### src/sv/dlbd_pkg.sv
// Package for the dual-level bar graph delta drawer.
// Payload structs, controller state and command/status types, register indexes.
// No dependencies.
package dlbd_pkg;

    localparam int LEN_W   = 10;
    localparam int COORD_W = 11;
    localparam int COL_W   = 16;
    localparam int LVL_W   = 16;
    localparam int FS_W    = 15;
    localparam int PROD_W  = LEN_W + FS_W;
    localparam int IDX_W   = 3;
    localparam int CFG_W   = 16;
    localparam int CNT_W   = 4;

    localparam logic [CNT_W-1:0] DIV_LAST = CNT_W'(LEN_W - 1);

    localparam logic [IDX_W-1:0] REG_ORIGIN_X     = 3'd0;
    localparam logic [IDX_W-1:0] REG_ORIGIN_Y     = 3'd1;
    localparam logic [IDX_W-1:0] REG_BAR_LENGTH   = 3'd2;
    localparam logic [IDX_W-1:0] REG_BAR_HEIGHT   = 3'd3;
    localparam logic [IDX_W-1:0] REG_LOW_COLOUR   = 3'd4;
    localparam logic [IDX_W-1:0] REG_HIGH_COLOUR  = 3'd5;
    localparam logic [IDX_W-1:0] REG_BLANK_COLOUR = 3'd6;

    localparam logic OP_UPDATE = 1'b0;
    localparam logic OP_ERASE  = 1'b1;

    typedef struct packed {
        logic                     opcode;
        logic signed [LVL_W-1:0]  low_level;
        logic signed [LVL_W-1:0]  high_level;
        logic [FS_W-1:0]          full_scale;
    } in_req_t;

    typedef struct packed {
        logic [COORD_W-1:0] rect_x;
        logic [COORD_W-1:0] rect_y;
        logic [LEN_W-1:0]   rect_width;
        logic [LEN_W-1:0]   rect_height;
        logic [COL_W-1:0]   fill_colour;
        logic               last_rect;
    } out_req_t;

    typedef enum logic [2:0] {
        ST_IDLE,
        ST_MUL,
        ST_LOAD,
        ST_DIV,
        ST_STORE,
        ST_PLAN,
        ST_EMIT
    } state_t;

    typedef struct packed {
        logic capture;
        logic mul;
        logic sel_high;
        logic div_load;
        logic div_step;
        logic store;
        logic plan;
        logic load_out;
        logic out_idx;
    } cmd_t;

    typedef struct packed {
        logic       is_erase;
        logic [1:0] rect_cnt;
        logic       out_free;
    } status_t;

endpackage

### src/sv/dual_level_bargraph_delta_drawer.sv
// Dual-level bar graph delta drawer, top level.
// Joins the controller (dlbd_ctrl) and the datapath (dlbd_dpath); uses dlbd_pkg.
//
// Usage: configure origin, bar length/height and colours through the write
// port (cfg_wr_en, cfg_index, cfg_wr_data) while the block is idle. Each
// request on s_valid/s_ready carries an opcode and two signed levels with a
// full scale. For an update both levels are clamped, scaled to bar lengths
// and compared with the lengths drawn last; zero to two fill-rectangle
// requests leave on m_valid/m_ready, the final one flagged by last_rect.
// An erase blanks the drawn bar in one rectangle, or emits nothing if the
// bar is empty.
// Sequence: an update runs two passes of multiply and 10-step serial divide
// on one shared multiplier and divider, one pass per level, then the planning
// state and the output register load; an erase goes from the multiply state
// straight to planning. A new request is taken only once the block is back
// in idle, after its last rectangle, if any, is loaded.
// The next request is accepted while the last rectangle still waits in the
// output register; a stalled receiver holds the rectangle output and stops
// the block at its next rectangle. Reset clears the configuration
// registers, both drawn lengths and the output valid.
module dual_level_bargraph_delta_drawer
    import dlbd_pkg::*;
(
    input  logic             aclk,
    input  logic             aresetn,
    input  logic             cfg_wr_en,
    input  logic [IDX_W-1:0] cfg_index,
    input  logic [CFG_W-1:0] cfg_wr_data,
    input  logic             s_valid,
    output logic             s_ready,
    input  in_req_t          s_data,
    output logic             m_valid,
    input  logic             m_ready,
    output out_req_t         m_data
);

    cmd_t    cmd;
    status_t status;

    dlbd_ctrl u_ctrl (
        .aclk    (aclk),
        .aresetn (aresetn),
        .s_valid (s_valid),
        .s_ready (s_ready),
        .status  (status),
        .cmd     (cmd)
    );

    dlbd_dpath u_dpath (
        .aclk        (aclk),
        .aresetn     (aresetn),
        .cfg_wr_en   (cfg_wr_en),
        .cfg_index   (cfg_index),
        .cfg_wr_data (cfg_wr_data),
        .s_data      (s_data),
        .m_valid     (m_valid),
        .m_ready     (m_ready),
        .m_data      (m_data),
        .cmd         (cmd),
        .status      (status)
    );

endmodule

### src/sv/dlbd_ctrl.sv
// Controller state machine for the bar graph delta drawer.
// Sequences multiply, serial divide, planning and rectangle output.
// Depends on dlbd_pkg.
module dlbd_ctrl
    import dlbd_pkg::*;
(
    input  logic    aclk,
    input  logic    aresetn,
    input  logic    s_valid,
    output logic    s_ready,
    input  status_t status,
    output cmd_t    cmd
);

    state_t           state_reg, state_next;
    logic             sel_reg, sel_next;
    logic [CNT_W-1:0] cnt_reg, cnt_next;
    logic             idx_reg, idx_next;
    logic             emit_last;

    assign emit_last = (status.rect_cnt == 2'd1 && !idx_reg) || idx_reg;

    always_ff @(posedge aclk) begin
        if (!aresetn) begin
            state_reg <= ST_IDLE;
            sel_reg   <= 1'b0;
            cnt_reg   <= '0;
            idx_reg   <= 1'b0;
        end else begin
            state_reg <= state_next;
            sel_reg   <= sel_next;
            cnt_reg   <= cnt_next;
            idx_reg   <= idx_next;
        end
    end

    always_comb begin
        state_next = state_reg;
        sel_next   = sel_reg;
        cnt_next   = cnt_reg;
        idx_next   = idx_reg;
        case (state_reg)
            ST_IDLE: begin
                sel_next = 1'b0;
                idx_next = 1'b0;
                if (s_valid) begin
                    state_next = ST_MUL;
                end
            end
            ST_MUL: begin
                state_next = status.is_erase ? ST_PLAN : ST_LOAD;
            end
            ST_LOAD: begin
                cnt_next   = '0;
                state_next = ST_DIV;
            end
            ST_DIV: begin
                cnt_next = cnt_reg + 1'b1;
                if (cnt_reg == DIV_LAST) begin
                    state_next = ST_STORE;
                end
            end
            ST_STORE: begin
                if (sel_reg) begin
                    state_next = ST_PLAN;
                end else begin
                    sel_next   = 1'b1;
                    state_next = ST_MUL;
                end
            end
            ST_PLAN: begin
                idx_next   = 1'b0;
                state_next = ST_EMIT;
            end
            ST_EMIT: begin
                if (status.rect_cnt == 2'd0) begin
                    state_next = ST_IDLE;
                end else if (status.out_free) begin
                    idx_next = 1'b1;
                    if (emit_last) begin
                        state_next = ST_IDLE;
                    end
                end
            end
            default: begin
                state_next = ST_IDLE;
            end
        endcase
    end

    always_comb begin
        cmd      = '0;
        s_ready  = 1'b0;
        cmd.sel_high = sel_reg;
        cmd.out_idx  = idx_reg;
        case (state_reg)
            ST_IDLE: begin
                s_ready     = 1'b1;
                cmd.capture = s_valid;
            end
            ST_MUL:   cmd.mul      = 1'b1;
            ST_LOAD:  cmd.div_load = 1'b1;
            ST_DIV:   cmd.div_step = 1'b1;
            ST_STORE: cmd.store    = 1'b1;
            ST_PLAN:  cmd.plan     = 1'b1;
            ST_EMIT: begin
                cmd.load_out = (status.rect_cnt != 2'd0) && status.out_free;
            end
            default: begin
                cmd = '0;
            end
        endcase
    end

endmodule

### src/sv/dlbd_dpath.sv
// Datapath for the bar graph delta drawer: config registers, multiplier,
// restoring divider, drawn-length state, rectangle planner and output register.
// Depends on dlbd_pkg.
module dlbd_dpath
    import dlbd_pkg::*;
(
    input  logic             aclk,
    input  logic             aresetn,
    input  logic             cfg_wr_en,
    input  logic [IDX_W-1:0] cfg_index,
    input  logic [CFG_W-1:0] cfg_wr_data,
    input  in_req_t          s_data,
    output logic             m_valid,
    input  logic             m_ready,
    output out_req_t         m_data,
    input  cmd_t             cmd,
    output status_t          status
);

    logic [LEN_W-1:0]  origin_x_reg, origin_y_reg, bar_length_reg, bar_height_reg;
    logic [COL_W-1:0]  low_colour_reg, high_colour_reg, blank_colour_reg;

    in_req_t           in_reg;
    logic [PROD_W-1:0] prod_reg;
    logic [FS_W-1:0]   rem_reg, rem_next;
    logic [LEN_W-1:0]  quo_reg, quo_next;
    logic [LEN_W-1:0]  lo_reg, hi_reg;
    logic [LEN_W-1:0]  ol_reg, oh_reg;

    logic [LEN_W-1:0]  a_start_reg, a_wid_reg, b_start_reg, b_wid_reg;
    logic [COL_W-1:0]  a_col_reg, b_col_reg;
    logic [1:0]        cnt_reg;

    logic              out_valid_reg;
    out_req_t          out_reg;

    logic signed [LVL_W-1:0] level;
    logic [FS_W-1:0]   lv;
    logic [FS_W:0]     trial, diff;
    logic              qbit;

    logic [LEN_W-1:0]  lo, hi, ol, oh;
    logic [LEN_W-1:0]  a_start, a_wid, b_start, b_wid;
    logic [COL_W-1:0]  a_col, b_col;
    logic [1:0]        cnt;
    logic [LEN_W-1:0]  e_start, e_wid;
    logic [COL_W-1:0]  e_col;

    always_ff @(posedge aclk) begin
        if (!aresetn) begin
            origin_x_reg     <= '0;
            origin_y_reg     <= '0;
            bar_length_reg   <= '0;
            bar_height_reg   <= '0;
            low_colour_reg   <= '0;
            high_colour_reg  <= '0;
            blank_colour_reg <= '0;
        end else if (cfg_wr_en) begin
            case (cfg_index)
                REG_ORIGIN_X:     origin_x_reg     <= cfg_wr_data[LEN_W-1:0];
                REG_ORIGIN_Y:     origin_y_reg     <= cfg_wr_data[LEN_W-1:0];
                REG_BAR_LENGTH:   bar_length_reg   <= cfg_wr_data[LEN_W-1:0];
                REG_BAR_HEIGHT:   bar_height_reg   <= cfg_wr_data[LEN_W-1:0];
                REG_LOW_COLOUR:   low_colour_reg   <= cfg_wr_data;
                REG_HIGH_COLOUR:  high_colour_reg  <= cfg_wr_data;
                REG_BLANK_COLOUR: blank_colour_reg <= cfg_wr_data;
                default: ;
            endcase
        end
    end

    // clamp selected level to 0..full_scale
    always_comb begin
        level = cmd.sel_high ? in_reg.high_level : in_reg.low_level;
        if (level[LVL_W-1]) begin
            lv = '0;
        end else if (level[FS_W-1:0] > in_reg.full_scale) begin
            lv = in_reg.full_scale;
        end else begin
            lv = level[FS_W-1:0];
        end
    end

    // quotient fits in LEN_W bits, so the top bits of the product seed the remainder
    always_comb begin
        trial = {rem_reg, quo_reg[LEN_W-1]};
        diff  = trial - {1'b0, in_reg.full_scale};
        qbit  = (trial >= {1'b0, in_reg.full_scale});
        rem_next = qbit ? diff[FS_W-1:0] : trial[FS_W-1:0];
        quo_next = {quo_reg[LEN_W-2:0], qbit};
    end

    always_ff @(posedge aclk) begin
        if (cmd.capture) begin
            in_reg <= s_data;
        end
        if (cmd.mul) begin
            prod_reg <= PROD_W'(bar_length_reg) * PROD_W'(lv);
        end
        if (cmd.div_load) begin
            rem_reg <= prod_reg[PROD_W-1:LEN_W];
            quo_reg <= prod_reg[LEN_W-1:0];
        end else if (cmd.div_step) begin
            rem_reg <= rem_next;
            quo_reg <= quo_next;
        end
        if (cmd.store) begin
            if (cmd.sel_high) begin
                hi_reg <= (in_reg.full_scale == '0) ? '0 : quo_reg;
            end else begin
                lo_reg <= (in_reg.full_scale == '0) ? '0 : quo_reg;
            end
        end
    end

    // rectangle planner
    always_comb begin
        lo = lo_reg;
        hi = (hi_reg < lo_reg) ? lo_reg : hi_reg;
        ol = ol_reg;
        oh = oh_reg;
        a_start = '0; a_wid = '0; a_col = '0;
        b_start = '0; b_wid = '0; b_col = '0;
        cnt = 2'd0;
        if (in_reg.opcode == OP_ERASE) begin
            if (oh != '0) begin
                a_start = '0; a_wid = oh; a_col = blank_colour_reg; cnt = 2'd1;
            end
        end else if (lo > ol) begin
            a_start = ol; a_wid = lo - ol; a_col = low_colour_reg; cnt = 2'd1;
            if (hi > oh) begin
                if (oh > lo) begin
                    b_start = oh; b_wid = hi - oh; b_col = high_colour_reg; cnt = 2'd2;
                end else if (hi != lo) begin
                    b_start = lo; b_wid = hi - lo; b_col = high_colour_reg; cnt = 2'd2;
                end
            end else if (hi < oh) begin
                b_start = hi; b_wid = oh - hi; b_col = blank_colour_reg; cnt = 2'd2;
            end
        end else if (lo < ol) begin
            if (hi <= ol) begin
                if (hi != lo) begin
                    a_start = lo; a_wid = hi - lo; a_col = high_colour_reg; cnt = 2'd1;
                    if (oh > hi) begin
                        b_start = hi; b_wid = oh - hi; b_col = blank_colour_reg;
                        cnt = 2'd2;
                    end
                end else if (oh > hi) begin
                    a_start = hi; a_wid = oh - hi; a_col = blank_colour_reg; cnt = 2'd1;
                end
            end else begin
                a_start = lo; a_wid = ol - lo; a_col = high_colour_reg; cnt = 2'd1;
                if (hi < oh) begin
                    b_start = hi; b_wid = oh - hi; b_col = blank_colour_reg; cnt = 2'd2;
                end else if (hi > oh) begin
                    b_start = oh; b_wid = hi - oh; b_col = high_colour_reg; cnt = 2'd2;
                end
            end
        end else if (hi > oh) begin
            a_start = oh; a_wid = hi - oh; a_col = high_colour_reg; cnt = 2'd1;
        end else if (hi < oh) begin
            a_start = hi; a_wid = oh - hi; a_col = blank_colour_reg; cnt = 2'd1;
        end
    end

    always_ff @(posedge aclk) begin
        if (!aresetn) begin
            ol_reg  <= '0;
            oh_reg  <= '0;
            cnt_reg <= 2'd0;
        end else if (cmd.plan) begin
            cnt_reg <= cnt;
            if (in_reg.opcode == OP_ERASE) begin
                ol_reg <= '0;
                oh_reg <= '0;
            end else begin
                ol_reg <= lo;
                oh_reg <= hi;
            end
        end
    end

    always_ff @(posedge aclk) begin
        if (cmd.plan) begin
            a_start_reg <= a_start;
            a_wid_reg   <= a_wid;
            a_col_reg   <= a_col;
            b_start_reg <= b_start;
            b_wid_reg   <= b_wid;
            b_col_reg   <= b_col;
        end
    end

    always_comb begin
        e_start = cmd.out_idx ? b_start_reg : a_start_reg;
        e_wid   = cmd.out_idx ? b_wid_reg   : a_wid_reg;
        e_col   = cmd.out_idx ? b_col_reg   : a_col_reg;
    end

    always_ff @(posedge aclk) begin
        if (!aresetn) begin
            out_valid_reg <= 1'b0;
        end else if (cmd.load_out) begin
            out_valid_reg <= 1'b1;
        end else if (m_ready) begin
            out_valid_reg <= 1'b0;
        end
    end

    always_ff @(posedge aclk) begin
        if (cmd.load_out) begin
            out_reg.rect_x      <= {1'b0, origin_x_reg} + COORD_W'(1) + {1'b0, e_start};
            out_reg.rect_y      <= {1'b0, origin_y_reg} + COORD_W'(1);
            out_reg.rect_width  <= e_wid;
            out_reg.rect_height <= bar_height_reg;
            out_reg.fill_colour <= e_col;
            out_reg.last_rect   <= cmd.out_idx || (cnt_reg == 2'd1);
        end
    end

    assign m_valid         = out_valid_reg;
    assign m_data          = out_reg;
    assign status.is_erase = (in_reg.opcode == OP_ERASE);
    assign status.rect_cnt = cnt_reg;
    assign status.out_free = !out_valid_reg || m_ready;

endmodule
### config.mk
export PLATFORM = sky130hd
export DESIGN_NAME = dual_level_bargraph_delta_drawer
export DESIGN_NICKNAME = d
export VERILOG_FILES = /design/src/sv/dlbd_pkg.sv /design/src/sv/dual_level_bargraph_delta_drawer.sv /design/src/sv/dlbd_ctrl.sv /design/src/sv/dlbd_dpath.sv
export SDC_FILE = /design/constraint.sdc
export NUM_CORES = 1
export LEC_CHECK = 0
export ABC_AREA = 1
export BUFFER_PORTS_ARGS = -buffer_cell sky130_fd_sc_hd__buf_2
export CAP_MARGIN = 25
export CELL_PAD_IN_SITES_DETAIL_PLACEMENT = 1
export CELL_PAD_IN_SITES_GLOBAL_PLACEMENT = 1
export CORE_UTILIZATION = 48
export CTS_CLUSTER_DIAMETER = 50
export DETAILED_ROUTE_END_ITERATION = 8
export PLACE_DENSITY = 0.8
export SLEW_MARGIN = 0
export SYNTH_ARGS = -nofsm -noshare
export SYNTH_HDL_FRONTEND = slang
export SYNTH_SLANG_ARGS = --single-unit
### constraint.sdc
create_clock -name aclk -period 8.1 [get_ports aclk]
set_input_delay 0.405 -clock aclk [delete_from_list [all_inputs] [get_ports aclk]]
set_output_delay 0.405 -clock aclk [all_outputs]
set_load 0.05 [all_outputs]
==> flow_summary.yaml <==
run_status:
  status: "finished, final reports clean"
logic_synthesis:
  yosysTopAreaCell: "edfxtp_1"
  async_flop_share: 0
  ys_seq_area_frac: 0.376
  synth_cell_type_count: 55
  syn_inst: 3180
  yosys.cell_count.top_type: "nand2_1"
  synth_top_area_frac: 0.285
  synth_edf_count: 249
  synth_area_leaders: "edfxtp_1 28%, dfxtp_1 9.1%, nand2_1 8.7%"
  yosys_warnings: 0
  ys_ff_latch: 369
  netlist_area_um2: 26300
  synth_common_cells: "608 x nand2_1, 416 x inv_1, 306 x nor2_1, 254 x o21ai_0, 249 x edfxtp_1"
  synth_nets: 3542
  yosys_most_used_dff: "edfxtp_1"
  syn_area_per_cell_um2: 8.26
route:
  vias: 23800
  vias_per_cell: 5.89
  wl_um: 97000
  drc_errors: 0
  final_antenna_net_count: 0
  drtIter0Drc: 1657
  dr.pass1.iters: 5
  wire_per_inst_um: 24.0
clocking:
  cts_buffers: 46
  cts_max_level: 2
  cts.reportedPaths.clkPinSlew_ns: 0.06
  cts_sinks: 369
  cts-root-buf: "clkbuf_16"
  post_cts_buffers: 0
  cts_tree: "built"
  cts_buffer_depth: 3
  insertion_delay_ns: 0.59
critical_path:
  slowest_stage: "fa_1"
  critPathMaxFanout: 31
  required_ns: 8.42
  critPathBufInv: 6
  cp-start-kind: "flip-flop"
  critical_path_class: "flip-flop to flip-flop"
  critPathMaxStageDelay_ns: 0.53
  worstSetupEndpointType: "flip-flop"
  cp.arrival_ns: 7.93
  crit_family: "adder cells"
place:
  io_buffers: 132
  place_ws_ns: 0.240
  place_area_um2: 27500
  dp_hpwl_um: 70000
  place_inst: 3912
  place_congestion: 0.983
die:
  dieArea_um2: 55700
  rows: 85
  start_util: 0.487
  die_x_um: 236
  ios: 133
  fp.dieH_um: 236
  core_area_um2: 53900
cells_and_area:
  final_util: 0.549
  final_cell_area_um2: 29600
  seqCellArea_um2: 9880
  multi_input_area_um2: 14200
  nNetsFinal: 3672
  instances_no_fill: 4043
  fillers: 6438
  largest_register_ffs: 59
  area_growth_pct: 12.7
  drive_above_1_share: 0.101
  diodes: 0
grt:
  first_global_vias: 25500
  grt_overflow: 0
  grt_pass1_wl_um: 148000
  antenna_found_initial: 0
  grt_max_degree: 77
  grt_usage: 0.347
pwr:
  power.density_nw_per_um2: 262
  p_total_mw: 7.75
  cellLeakagePower_nw: 13.3
  ir_worst_vdd_v: 0.000263
timing:
  period_share: 0.939
  fin_crit_ns: 7.60
  rsz0062_at_grt: "no"
  final.setup.worst_slack_ns: 0.496
  tightest_slew_ns: 1.06
  finalMaxSlewViolations: 0
  finalSetupViolations: 0
  holdWs_ns: 0.0338
  fin_tns_setup_ns: 0
  slew_headroom: 0.295
  finalHoldViolCount: 0
  clock_skew_ns: 0.0187
  fmax_mhz: 132
worst_hold_path:
  holdCritPathClass: "input port to flip-flop"
flow_run:
  maxCapViolCount: 0
[area by class of cell]
cell class,count,area share
Multi-Input combinational cell,2246,0.481
Clock buffer,60,0.0424
Timing Repair Buffer,221,0.0498
Inverter,426,0.0541
Tap cell,696,0.0294
Sequential cell,369,0.334
Clock inverter,25,0.00963
[cell usage in the layout, fill, tap and decap left out, types with 7 or more instances in the layout]
cell type      synthesis  layout
a21oi_1              240     239
buf_2                 39     132
buf_4                 15      42
clkbuf_1              75      10
clkbuf_16              0      47
clkinv_1               6      11
dfxtp_1              120     119
dlygate4sd3_1          0      43
edfxtp_1             249     249
fa_1                 109     109
ha_1                 181     181
inv_1                416     416
mux2_2                34      34
nand2_1              608     600
nand2_2                4      11
nand3_1              148     143
nand3_2                3       8
nand4_1               95      95
nor2_1               306     297
nor2_2                 2       8
nor3_1                28      27
o211ai_1              47      47
o21a_1                20      20
o21ai_0              254     253
o21ai_1               12      13
o21bai_1              12      12
or2_2                  7       7
xnor2_1               21      21
xor2_1                59      59
[worst paths after layout]
path | from | end | slack (ns) | depth (start not counted)
worst max-delay path | u_ctrl.state_reg[1]$_SDFFE_PN0P_ | u_dpath.prod_reg[21]$_DFFE_PN_ | 0.50 | 32
worst min-delay path | s_data[47] | u_dpath.status[3]$_DFFE_PP_ | 0.03 | 1
worst max register to register | u_ctrl.state_reg[1]$_SDFFE_PN0P_ | u_dpath.prod_reg[21]$_DFFE_PN_ | 0.50 | 32
worst min register to register | u_dpath.bar_height_reg[2]$_SDFFE_PN0P_ | u_dpath.m_data[19]$_DFFE_PP_ | 0.44 | 0
[logic make-up (layout without fill, tap and decap cells)]
kind of cell | count (synthesis) | count (layout) | share of synthesized area
buf+inv | 565 | 732 | 0.0860
xor+xnor | 80 | 80 | 0.0267
mux | 37 | 37 | 0.0157
compound gates | 620 | 620 | 0.129
simple gates | 1219 | 1219 | 0.197
fa+ha+maj | 290 | 290 | 0.169
flops | 369 | 369 | 0.376
[where the power goes]
| group | internal [mW] | switching (mW) | total, mW |
|---|---|---|---|
| logic | 0.897 | 2.26 | 3.15 |
| clock network | 1.21 | 0.882 | 2.09 |
| registers | 2.36 | 0.147 | 2.50 |
[repair_timing]
item	CTS	global route
hold buffers	43	0
endpoints found under the setup margin	0	11
gates resized for setup	0	18
endpoints found under the hold margin	43	0
[metal layers]
layer,up-vias,track usage,wire (µm),part of all wire
met3,250,0.0376,4960,0.051
li1,10900,-,-,-
met5,-,0,0,0
met4,0,0.178,4970,0.051
met1,11800,0.412,38200,0.39
met2,850,0.620,48900,0.50
Note: power is estimated with default switching activity, not from simulation.
